===== config.mk =====
export PLATFORM = sky130hd
export DESIGN_NAME = cau_back
export DESIGN_NICKNAME = d
export VERILOG_FILES = /design/src/design/cau_pkg.sv /design/src/design/cau_back.sv
export SDC_FILE = /design/constraint.sdc
export NUM_CORES = 1
export LEC_CHECK = 0
export CORE_UTILIZATION = 50
export DETAILED_ROUTE_END_ITERATION = 6
export DONT_BUFFER_PORTS = 1
export PLACE_DENSITY = 0.68
export SYNTH_ARGS = -nofsm -noshare
export SYNTH_HDL_FRONTEND = slang
export SYNTH_SLANG_ARGS = --single-unit

===== constraint.sdc =====
create_clock -name aclk -period 3.4 [get_ports aclk]
set_input_delay 0.17 -clock aclk [delete_from_list [all_inputs] [get_ports aclk]]
set_output_delay 0.17 -clock aclk [all_outputs]
set_load 0.02 [all_outputs]

===== src/design/cau_pkg.sv =====
// Shared definitions for the complex arithmetic unit.
// Operation codes, status codes and the control bundle that moves along the pipeline.
// No dependencies.
`timescale 1ns / 1ps

package cau_pkg;

    localparam int DATA_WIDTH_DEF = 16;
    localparam int FRAC_BITS_DEF  = 8;
    localparam int OP_W           = 4;
    localparam int STAT_W         = 2;

    typedef enum logic [OP_W-1:0] {
        OP_ADD   = 4'd0,
        OP_SUB   = 4'd1,
        OP_MUL   = 4'd2,
        OP_DIV   = 4'd3,
        OP_RECIP = 4'd4,
        OP_MOD   = 4'd5,
        OP_CONJ  = 4'd6,
        OP_NEG   = 4'd7,
        OP_EQ    = 4'd8
    } op_t;

    localparam logic [STAT_W-1:0] STAT_OK   = 2'd0;
    localparam logic [STAT_W-1:0] STAT_DIV0 = 2'd1;
    localparam logic [STAT_W-1:0] STAT_SAT  = 2'd2;

    // Per-item control that travels beside the data words.
    typedef struct packed {
        logic [OP_W-1:0] op;
        logic            divzero;
        logic            eq;
        logic            neg_re;
        logic            neg_im;
        logic            ovf_re;
        logic            ovf_im;
    } ctl_t;

endpackage


===== src/design/cau_back.sv =====
// Result stage: floor correction of quotients, result selection, saturation
// and status, into the output register. Depends on cau_pkg.
`timescale 1ns / 1ps

module cau_back #(
    parameter int DATA_WIDTH = cau_pkg::DATA_WIDTH_DEF,
    localparam int W  = DATA_WIDTH,
    localparam int PW = 2 * DATA_WIDTH + 1,
    localparam int XW = 2 * DATA_WIDTH + 2
) (
    input  logic                        aclk,
    input  logic                        aresetn,
    input  logic                        en,
    input  logic                        in_valid,
    input  cau_pkg::ctl_t               in_ctl,
    input  logic signed [PW-1:0]        in_pre_re,
    input  logic signed [PW-1:0]        in_pre_im,
    input  logic [W-1:0]                in_q_re,
    input  logic [W-1:0]                in_q_im,
    input  logic                        in_rnz_re,
    input  logic                        in_rnz_im,
    input  logic [W-1:0]                in_root,
    output logic                        out_valid,
    output logic [W-1:0]                out_res_real,
    output logic [W-1:0]                out_res_imag,
    output logic                        out_equal_flag,
    output logic [cau_pkg::STAT_W-1:0]  out_status
);

    localparam logic signed [XW-1:0] DMAX = (XW'(1) <<< (W - 1)) - XW'(1);
    localparam logic signed [XW-1:0] DMIN = -DMAX - XW'(1);

    function automatic logic signed [XW-1:0] quot(input logic [W-1:0] q, input logic rnz,
                                                  input logic neg, input logic ovf);
        logic signed [XW-1:0] qs;
        qs = signed'(XW'(q));
        if (ovf) begin
            quot = neg ? DMIN - XW'(1) : DMAX + XW'(1);
        end else if (neg) begin
            // Floor of a negative quotient rounds the magnitude up.
            quot = -(qs + signed'(XW'(rnz)));
        end else begin
            quot = qs;
        end
    endfunction

    logic signed [XW-1:0]         vre, vim, cre, cim;
    logic                         compute, over;
    logic [cau_pkg::STAT_W-1:0]   status_next;

    always_comb begin
        vre     = '0;
        vim     = '0;
        compute = 1'b1;
        case (in_ctl.op)
            cau_pkg::OP_ADD, cau_pkg::OP_SUB, cau_pkg::OP_MUL,
            cau_pkg::OP_CONJ, cau_pkg::OP_NEG: begin
                vre = XW'(in_pre_re);
                vim = XW'(in_pre_im);
            end
            cau_pkg::OP_DIV, cau_pkg::OP_RECIP: begin
                compute = !in_ctl.divzero;
                vre = quot(in_q_re, in_rnz_re, in_ctl.neg_re, in_ctl.ovf_re);
                vim = quot(in_q_im, in_rnz_im, in_ctl.neg_im, in_ctl.ovf_im);
            end
            cau_pkg::OP_MOD: begin
                vre = signed'(XW'(in_root));
            end
            default: begin
                compute = 1'b0;
            end
        endcase

        cre  = (vre > DMAX) ? DMAX : ((vre < DMIN) ? DMIN : vre);
        cim  = (vim > DMAX) ? DMAX : ((vim < DMIN) ? DMIN : vim);
        over = compute && ((vre > DMAX) || (vre < DMIN) || (vim > DMAX) || (vim < DMIN));
        if (!compute) begin
            cre = '0;
            cim = '0;
        end

        if (in_ctl.divzero) begin
            status_next = cau_pkg::STAT_DIV0;
        end else if (over) begin
            status_next = cau_pkg::STAT_SAT;
        end else begin
            status_next = cau_pkg::STAT_OK;
        end
    end

    logic out_valid_reg;

    always_ff @(posedge aclk) begin
        if (!aresetn) begin
            out_valid_reg <= 1'b0;
        end else if (en) begin
            out_valid_reg <= in_valid;
        end
    end

    always_ff @(posedge aclk) begin
        if (en) begin
            out_res_real   <= cre[W-1:0];
            out_res_imag   <= cim[W-1:0];
            out_equal_flag <= in_ctl.eq;
            out_status     <= status_next;
        end
    end

    assign out_valid = out_valid_reg;

endmodule


Word-level counts from Yosys, hierarchy flattened
Cells that the tools add are included.
{ "totals": {"latch_bits": 0, "mem_bits_ro": 0, "n_memories": 0, "reg_bits": 36, "ramBits": 0, "wordCells": 48, "out_inout_bits": 36} }
{ "classes": {"add_sub_neg": 4, "n_mul": 0, "div_mod_pow": 0, "order_cmp": 4, "shift": 0, "muxes": 14, "reduce_logical": 11, "bitwise_logic": 1, "eq_ne": 7} }
{ "ops": {"columns": ["cell", "n"], "rows": [
  ["$mux W34", 6],
  ["$pmux W34 S3", 1],
  ["$gt A34 B16 Y1 const B", 2],
  ["$lt A34 B16 Y1 const B", 2],
  ["$neg A17 Y34", 2],
  ["$pmux W34 S2", 1],
  ["$add A16 B1 Y17", 2],
  ["$mux W16", 2],
  ["$mux W15", 2],
  ["$eq A4 B3 Y1 const B", 4],
  ["$eq A4 B2 Y1 const B", 2],
  ["$reduce_or A2 Y1", 3],
  ["$reduce_or A6 Y1", 1],
  ["$reduce_or A5 Y1", 1],
  ["$eq A4 B1 Y1 const B", 1],
  ["$logic_not A4 Y1", 1],
  ["$logic_or A1 B1 Y1", 3],
  ["$mux W2", 1],
  ["$pmux W1 S2", 1],
  ["$logic_and A1 B1 Y1", 1],
  ["$logic_not A1 Y1", 1],
  ["$not A1 Y1", 1]
]} }

Depth between registers and ports, before layout
Gate-level depths: netlist of the first run.
{ "logic_depth": {"word_depth": 11, "ltp_mapped": 19, "ltp_nobuf": 18} }

Worst setup path before layout of the first run
OpenSTA, ideal clock, no wires.
{ "synth_path": {"path_type": "input -> register", "startpoint": "input port in_q_re[0]", "endpoint": "register out_res_real[7] (data pin)", "stages": 18, "path_slack_ns": -0.322, "required_ns": 3.250, "setup_ns": 0.150, "arrival_ns": 3.572, "cell_sequence": "inv_1 ha_1 ha_1 a211o_1 nor2b_4 a2111oi_4 a31oi_2 nand4_1 a21oi_1 or2_2 ha_1 a21oi_1 a2111oi_0 o2111ai_1 o41ai_2 nand2_2 buf_6 a31oi_4"} }
{ "synth_between": {"elab_chain_len": 8, "elab_cells_between_ends": 9, "cone_classes": "2 x add/sub; 2 x order compare; 5 x mux"} }
{ "synth_rtl": {"columns": ["element", "line_no", "source"], "rows": [
  ["start, declared", "cau_back.sv:18", "input logic [W-1:0] in_q_re,"],
  ["$add A16 B1 Y17", "cau_back.sv:41", "quot = -(qs + signed'(XW'(rnz)));"],
  ["$neg A17 Y34", "cau_back.sv:41", null],
  ["$mux W34 (*)", "cau_back.sv:39", "end else if (neg) begin"],
  ["$mux W34 (*)", "cau_back.sv:37", "if (ovf) begin"],
  ["$pmux W34 S3 (*)", "cau_back.sv:55", "case (in_ctl.op)"],
  ["$lt A34 B16 Y1", "cau_back.sv:74", "cre = (vre > DMAX) ? DMAX : ((vre < DMIN) ? DMIN : vre);"],
  ["$mux W16", "cau_back.sv:74", null],
  ["$mux W15 (*)", "cau_back.sv:74", null],
  ["end signal, assigned", "cau_back.sv:103", "out_res_real <= cre[W-1:0];"],
  ["end, declared", "cau_back.sv:24", "output logic [W-1:0] out_res_real,"]
]} }
Mark *: on every way between the ends. The rest lies on a longest branch, timed or not.
A chain may end at the register's enable or synchronous reset.

Final worst setup path of the first run
{ "layout_path": {"startpoint": "input port in_rnz_re", "endpoint": "register out_res_real[0] (data pin)"} }
{ "layout_between": {"elab_chain_len": 8, "elab_cells_between_ends": 9, "cone_classes": "2 x add/sub; 2 x order compare; 5 x mux"} }
{ "layout_rtl": {"columns": ["element", "line_no", "source"], "rows": [
  ["start, declared", "cau_back.sv:20", "input logic in_rnz_re,"],
  ["$add A16 B1 Y17 (*)", "cau_back.sv:41", null],
  ["$neg A17 Y34 (*)", "cau_back.sv:41", null],
  ["$mux W34 (*)", "cau_back.sv:39", null],
  ["$mux W34 (*)", "cau_back.sv:37", null],
  ["$pmux W34 S3 (*)", "cau_back.sv:55", null],
  ["$lt A34 B16 Y1", "cau_back.sv:74", null],
  ["$mux W16", "cau_back.sv:74", null],
  ["$mux W15 (*)", "cau_back.sv:74", null]
]} }
Marked as above.

==> results.json, run 1 <==
{
  "finalClockSkew_ns": 0,
  "p_leak_nw": 1.912,
  "cts_made_buffers": 5,
  "worst_skew_pair.late_latency_ns": 0.28,
  "worst_pin_slew_ns": 0.8511,
  "synth-edff-count": 35,
  "criticalPathCategory": "in2reg",
  "synthTopCellsByArea": "edfxtp_1 25%, ha_1 12%, a21oi_1 5.5%, inv_1 3.9%, o21ai_0 3.3%",
  "period_needed_ns": 3.229,
  "ant_nets": 0,
  "drc": 0,
  "num_io_pins": 166,
  "stdcell_area_um2": 4845,
  "largest_registers": "out_res_imag: 16 flops, out_res_real: 16 flops, out_status: 2 flops",
  "place_congestion": 0.8993,
  "slew_headroom": 0.4283,
  "setup-tns-final_ns": 0,
  "root_buffer": "clkbuf_8",
  "netlist.area_leader.share": 0.2455,
  "start_util": 0.5183,
  "syn_avg_cell_area_um2": 8.718,
  "ys_seq_area_frac": 0.2502,
  "antenna_found_initial": 0,
  "setup_viol": 0,
  "netlist_area_um2": 4280,
  "ys.flop_type": "edfxtp_1",
  "synthDistinctLibCells": 83,
  "nFillCells": 734,
  "cts_tree": "built",
  "grt_max_degree": 36,
  "wl_um": 12840,
  "synth_warnings": 0,
  "crit_fanout": 15,
  "drv_cap": 0,
  "path_clk_slew_ns": 0.07,
  "peakVddDrop_uv": 185.8,
  "ys_top_cells_by_count": "47 x a21oi_1, 45 x inv_1, 40 x ha_1",
  "status": "complete, no violations",
  "setup_slack_ns": 0.1709,
  "whs_ns": 0.03250,
  "worst_setup_path_start_kind": "primary input",
  "syn_nets": 661,
  "overflow": 0,
  "async_flop_share": 0,
  "yosys.area.top_type": "edfxtp_1",
  "dpl-instance-area_um2": 4651,
  "die_h_um": 94.53,
  "first_pass_iters": 7,
  "die_w_um": 94.53,
  "track_usage": 0.2802,
  "critical_path_arrival_ns": 3.36,
  "cts_buffer_depth": 2,
  "syn-instance-count": 491,
  "drive_gt1_frac": 0.1876,
  "io_buffers": 0,
  "cp-end-kind": "flop",
  "ys_seq_elements": 36,
  "critPathRequiredTime_ns": 3.53,
  "fin_crit_sh": 0.9497,
  "synth_most_common_cell": "a21oi_1",
  "vias_per_cell": 6.719,
  "dp_hpwl_um": 10190,
  "dp_slack_ns": -0.2729,
  "vias": 4179,
  "core_um2": 8258,
  "finalNetCount": 686,
  "areaGrowthSynthToFinish_pct": 13.18,
  "cts.sinks": 36,
  "grt_pass1_vias": 3948,
  "num_rows": 33,
  "wire_per_inst_um": 20.65,
  "hold_path_class": "in2reg",
  "p_per_area_nw_per_um2": 327.6,
  "n_antenna_cell": 0,
  "drt_iter0_drc": 276,
  "dieArea_um2": 8935,
  "drv_slew": 0,
  "grt_pass1_wl_um": 19580,
  "fmax_mhz": 309.7,
  "htreeDepth": 2,
  "hold_viol_final": 0
}
[cell type report]
cell class	count	area, um^2	area share
clock buffer	6	72.57	0.01498
clock inverter	2	35.03	0.007231
inverter	45	188.9	0.03900
multi-input combinational	390	3027	0.6247
sequential	36	1071	0.2211
tap	105	131.4	0.02712
timing repair buffer	38	319.1	0.06586
[cell usage in the layout, fill, tap and decap left out, types with 6 or more instances in the layout]
cell	instances
a221oi_1	11
o31ai_2	8
nor3_1	12
nand2_1	29
a21o_1	10
buf_4	33
o21ai_1	10
xor2_1	10
ha_1	35
nor2_1	21
a222oi_1	10
o21ai_0	24
inv_1	42
o31ai_1	11
xnor2_1	13
nand4_1	13
a21oi_1	46
a22oi_1	7
edfxtp_1	35
a31oi_1	6
nor4_1	7
[report_power, final]
part / internal (mW) / switching [mW] / total [mW]
registers: 0.553 / 0.0842 / 0.637
logic: 0.264 / 0.316 / 0.581
clock network: 0.218 / 0.152 / 0.369
total: 1.03 / 0.552 / 1.59
[cells by family (layout without fill, tap and decap cells)]
group / count (synthesis) / count (layout) / synth area share
AOI/OAI and AO/OA: 203 / 203 / 0.3616
xor gates and xnor gates: 23 / 23 / 0.04706
adders and majority gates: 40 / 40 / 0.1169
DFF: 36 / 36 / 0.2502
and+or+nand+nor: 122 / 122 / 0.1520
buffers and inverters: 65 / 91 / 0.06752
muxes: 2 / 2 / 0.004677
[critical path: stages]
cell and delay [ns]:
inv_12 0.01, ha_4 0.15, ha_4 0.16, a211o_1 0.30
nor2b_4 0.14, a2111oi_4 0.26, a31oi_2 0.16, nand4_1 0.10
a21oi_1 0.07, or2_4 0.26, ha_4 0.28, nor3_2 0.05
a2111oi_2 0.33, o2111ai_1 0.18, o41ai_2 0.33, nand2_2 0.08
buf_6 0.17, o21ai_1 0.15
[routing by layer]
layer	global-route usage	routed length, um	part of all wire
met5	0	0	0
met4	0.07323	224	0.017
met3	0.07729	1258	0.098
met2	0.4662	5920	0.46
met1	0.3564	5439	0.42
[stage by stage]
step / std cells / power [mW] / utilization
after floorplan: 491 / 1.059 / -
after CTS: 622 / 1.574 / 0.5811
final: 622 / 1.587 / 0.5867
after detailed placement: 611 / 1.199 / 0.5632
after global placement: 611 / 1.182 / 0.5632
after global routing: 622 / 1.671 / 0.5867
[repair_timing]
action | CTS | global route
resized for setup | 0 | 14
buffers inserted | 0 | 0
setup endpoints to repair | 0 | 31
hold buffers | 3 | 0
hold endpoints to repair | 37 | 0
[final timing paths]
| kind | slack [ns] | cells after the start | from | end |
|---|---|---|---|---|
| worst max-delay path | 0.17 | 18 | in_rnz_re | out_res_real[0] |
| worst min register to register | 0.63 | 2 | out_valid | out_valid |
| worst min-delay path | 0.03 | 1 | aresetn | out_valid |
| worst max register to register | 2.67 | 2 | out_valid | out_valid |
(Power assumes the default switching activity.)
==> inputs of run 2 (changes only) <==
--- a/config.mk
+++ b/config.mk
@@ -5,6 +5,7 @@
 export SDC_FILE = /design/constraint.sdc
 export NUM_CORES = 1
 export LEC_CHECK = 0
+export ABC_AREA = 1
 export CORE_UTILIZATION = 50
 export DETAILED_ROUTE_END_ITERATION = 6
 export DONT_BUFFER_PORTS = 1
==> run 2 against run 1 <==
Fmax rose by 11%. Routed wire length rose by 11%. Non-clock buffer count fell by 26. Critical path depth rose by 3. Count of clock-buffer cells in the layout did not move. Total power fell by 5.2%. Sequential share of layout area fell by 1.6 points. Worst hold slack barely moved. Combinational power barely moved.
==> results.json, run 2 <==
{
  "p_leak_nw": 2.646,
  "status": "complete, no violations",
  "hold_viol_final": 0,
  "post-cts-setup-buffer-count": 0,
  "ant_nets": 0,
  "place_congestion": 0.9137,
  "power_mw": 1.505,
  "areaGrowthSynthToFinish_pct": 4.476,
  "critical_path_arrival_ns": 2.93,
  "setup-tns-final_ns": 0,
  "vias_per_cell": 5.481,
  "synth-edff-count": 35,
  "stdcell_area_um2": 5228,
  "crit_fanout": 16,
  "drive_gt1_frac": 0.08115,
  "cpPeakStageDelay_ns": 0.38,
  "root_buffer": "clkbuf_8",
  "cp-end-kind": "flop",
  "grt_max_degree": 37,
  "wl_um": 14220,
  "crit_top_cell": "nor2_1",
  "vias": 5119,
  "overflow": 0,
  "die_w_um": 102.0,
  "grt_util_met2": 0.4249,
  "worst_skew_pair.late_latency_ns": 0.27,
  "grt_pass1_vias": 4520,
  "worst_pin_slew_ns": 0.6096,
  "crit_slowest_cell": "ha_1",
  "ctsResizeCount": 0,
  "drv_slew": 0,
  "netlist_area_um2": 5004,
  "setup_viol": 0,
  "htreeDepth": 2,
  "core_um2": 9729,
  "async_flop_share": 0,
  "nFillCells": 1011,
  "netlist.area_leader.share": 0.2101,
  "dpl-instance-area_um2": 5104,
  "fmax_mhz": 344.1,
  "path_clk_slew_ns": 0.07,
  "synth_warnings": 0,
  "cts_tree": "built",
  "fin_crit_sh": 0.8548,
  "dp_hpwl_um": 11840,
  "wire_per_inst_um": 15.22,
  "track_usage": 0.2679,
  "synth_most_common_cell": "nand2_1",
  "cts_made_buffers": 5,
  "grt_use_met3": 0.06088,
  "syn-instance-count": 802,
  "first_pass_iters": 5,
  "final_common_cell": "nand2_1",
  "largest_registers": "out_res_imag: 16 flops, out_res_real: 16 flops, out_status: 2 flops",
  "n_antenna_cell": 0,
  "synthTopCellsByArea": "edfxtp_1 21%, nand2_1 18%, ha_1 10%, inv_1 9.9%, a21oi_1 6.7%",
  "crit_family": "compound AO/OA/AOI/OAI gates",
  "grt.busiest_layer": "met2",
  "hold_buffers": 3,
  "synthDistinctLibCells": 48,
  "finalClockSkew_ns": 0,
  "syn_nets": 972,
  "layout_common_cells": "235 x nand2_1, 132 x inv_1, 67 x a21oi_1, 55 x nor2_1, 46 x o21ai_0",
  "dieArea_um2": 10410,
  "final-seq-area_um2": 1071,
  "multi_input_area_um2": 3268,
  "period_needed_ns": 2.906,
  "crit_path_cell_trace": "inv_1 -> ha_1 -> nand2_1 -> nor2_1 -> inv_1 -> o21ai_0 -> a31oi_1 -> o31ai_1 -> ha_1 -> inv_1 -> o21ai_0 -> o21ai_1 -> nor2_1 -> nand3_1 -> nor2_1 -> nand2_1 -> nor2_1 -> nand3_1 -> nand2_1 -> buf_12 -> a21oi_1",
  "rsz0062_at_grt": "no",
  "num_io_pins": 166,
  "antenna_found_initial": 0,
  "ys_seq_area_frac": 0.2141,
  "die_h_um": 102.0,
  "io_buffers": 0,
  "ys_seq_elements": 36,
  "ys_top_cells_by_count": "235 x nand2_1, 132 x inv_1, 67 x a21oi_1",
  "hold_path_class": "in2reg",
  "drc": 0,
  "drv_cap": 0,
  "num_rows": 36,
  "criticalPathCategory": "in2reg",
  "start_util": 0.5143,
  "drt_iter0_drc": 296,
  "p_per_area_nw_per_um2": 287.9,
  "slew_headroom": 0.5932,
  "cts.sinks": 36,
  "syn_avg_cell_area_um2": 6.239,
  "met1_usage": 0.3759,
  "crit_buf_inv": 4,
  "grt_pass1_wl_um": 21830,
  "finalNetCount": 970,
  "yosys.area.top_type": "edfxtp_1",
  "worst_setup_path_start_kind": "primary input",
  "cts_buffer_depth": 2,
  "peakVddDrop_uv": 193.5,
  "ys.flop_type": "edfxtp_1",
  "critPathRequiredTime_ns": 3.42
}
-- run 2: cell types whose count changed in the layout (fill, tap and decap cells not counted), sizes merged, moves of 26 or more --
cell   change
nand2    +223
inv       +91
nor2      +35
nand3     +34
o21ai     +32
a21oi     +29
buf       -26
-- run 2: area by class of cell --
class | count | share of cell area
tap | 133 | 0.03183
sequential | 36 | 0.2049
multi-input combinational | 607 | 0.6252
timing repair buffer | 12 | 0.02298
inverter | 138 | 0.09909
clock buffer | 6 | 0.01388
clock inverter | 2 | 0.002154
-- run 2: routing by layer --
metal	part of all wire	vias to the layer above
li1	-	2630
met1	0.45	2246
met2	0.43	229
met3	0.10	14
met4	0.010	0
met5	0	-
-- run 2: cell families (layout without fill, tap and decap cells) --
kind of cell,count (synthesis),after routing,share of synthesized area
and+or+nand+nor,373,373,0.3176
AOI/OAI and AO/OA,191,191,0.2293
buffers and inverters,159,158,0.1338
adders and majority gates,40,40,0.1000
DFF,36,36,0.2141
xor gates and xnor gates,3,3,0.005252
-- run 2: path summary, 6_finish.rpt --
path               from         endpoint  slack [ns]  cells past startpoint
max          in_q_im[3]  out_res_imag[0]        0.49                     21
min reg2reg   out_valid        out_valid        0.65                      2
max reg2reg   out_valid        out_valid        2.64                      2
min            in_valid        out_valid        0.03                      2
-- run 2: through the flow --
stage	cells	hold slack, ns	utilization	setup WS [ns]
floorplan	802	0.2635	-	0.5806
global placement	923	0.2689	0.5246	0.3555
detailed placement	923	0.2690	0.5246	0.2526
CTS	934	0.02147	0.5373	0.5544
global route	934	0.03881	0.5373	0.1468
finish	934	0.03232	0.5373	0.4935
-- run 2: power breakdown --
| part | internal [mW] | switching, mW | leakage, nW | total (mW) |
|---|---|---|---|---|
| registers | 0.554 | 0.0869 | 0.347 | 0.641 |
| logic | 0.204 | 0.381 | 2.26 | 0.584 |
| clock network | 0.142 | 0.138 | 0.0388 | 0.280 |
| total | 0.899 | 0.606 | 2.65 | 1.50 |
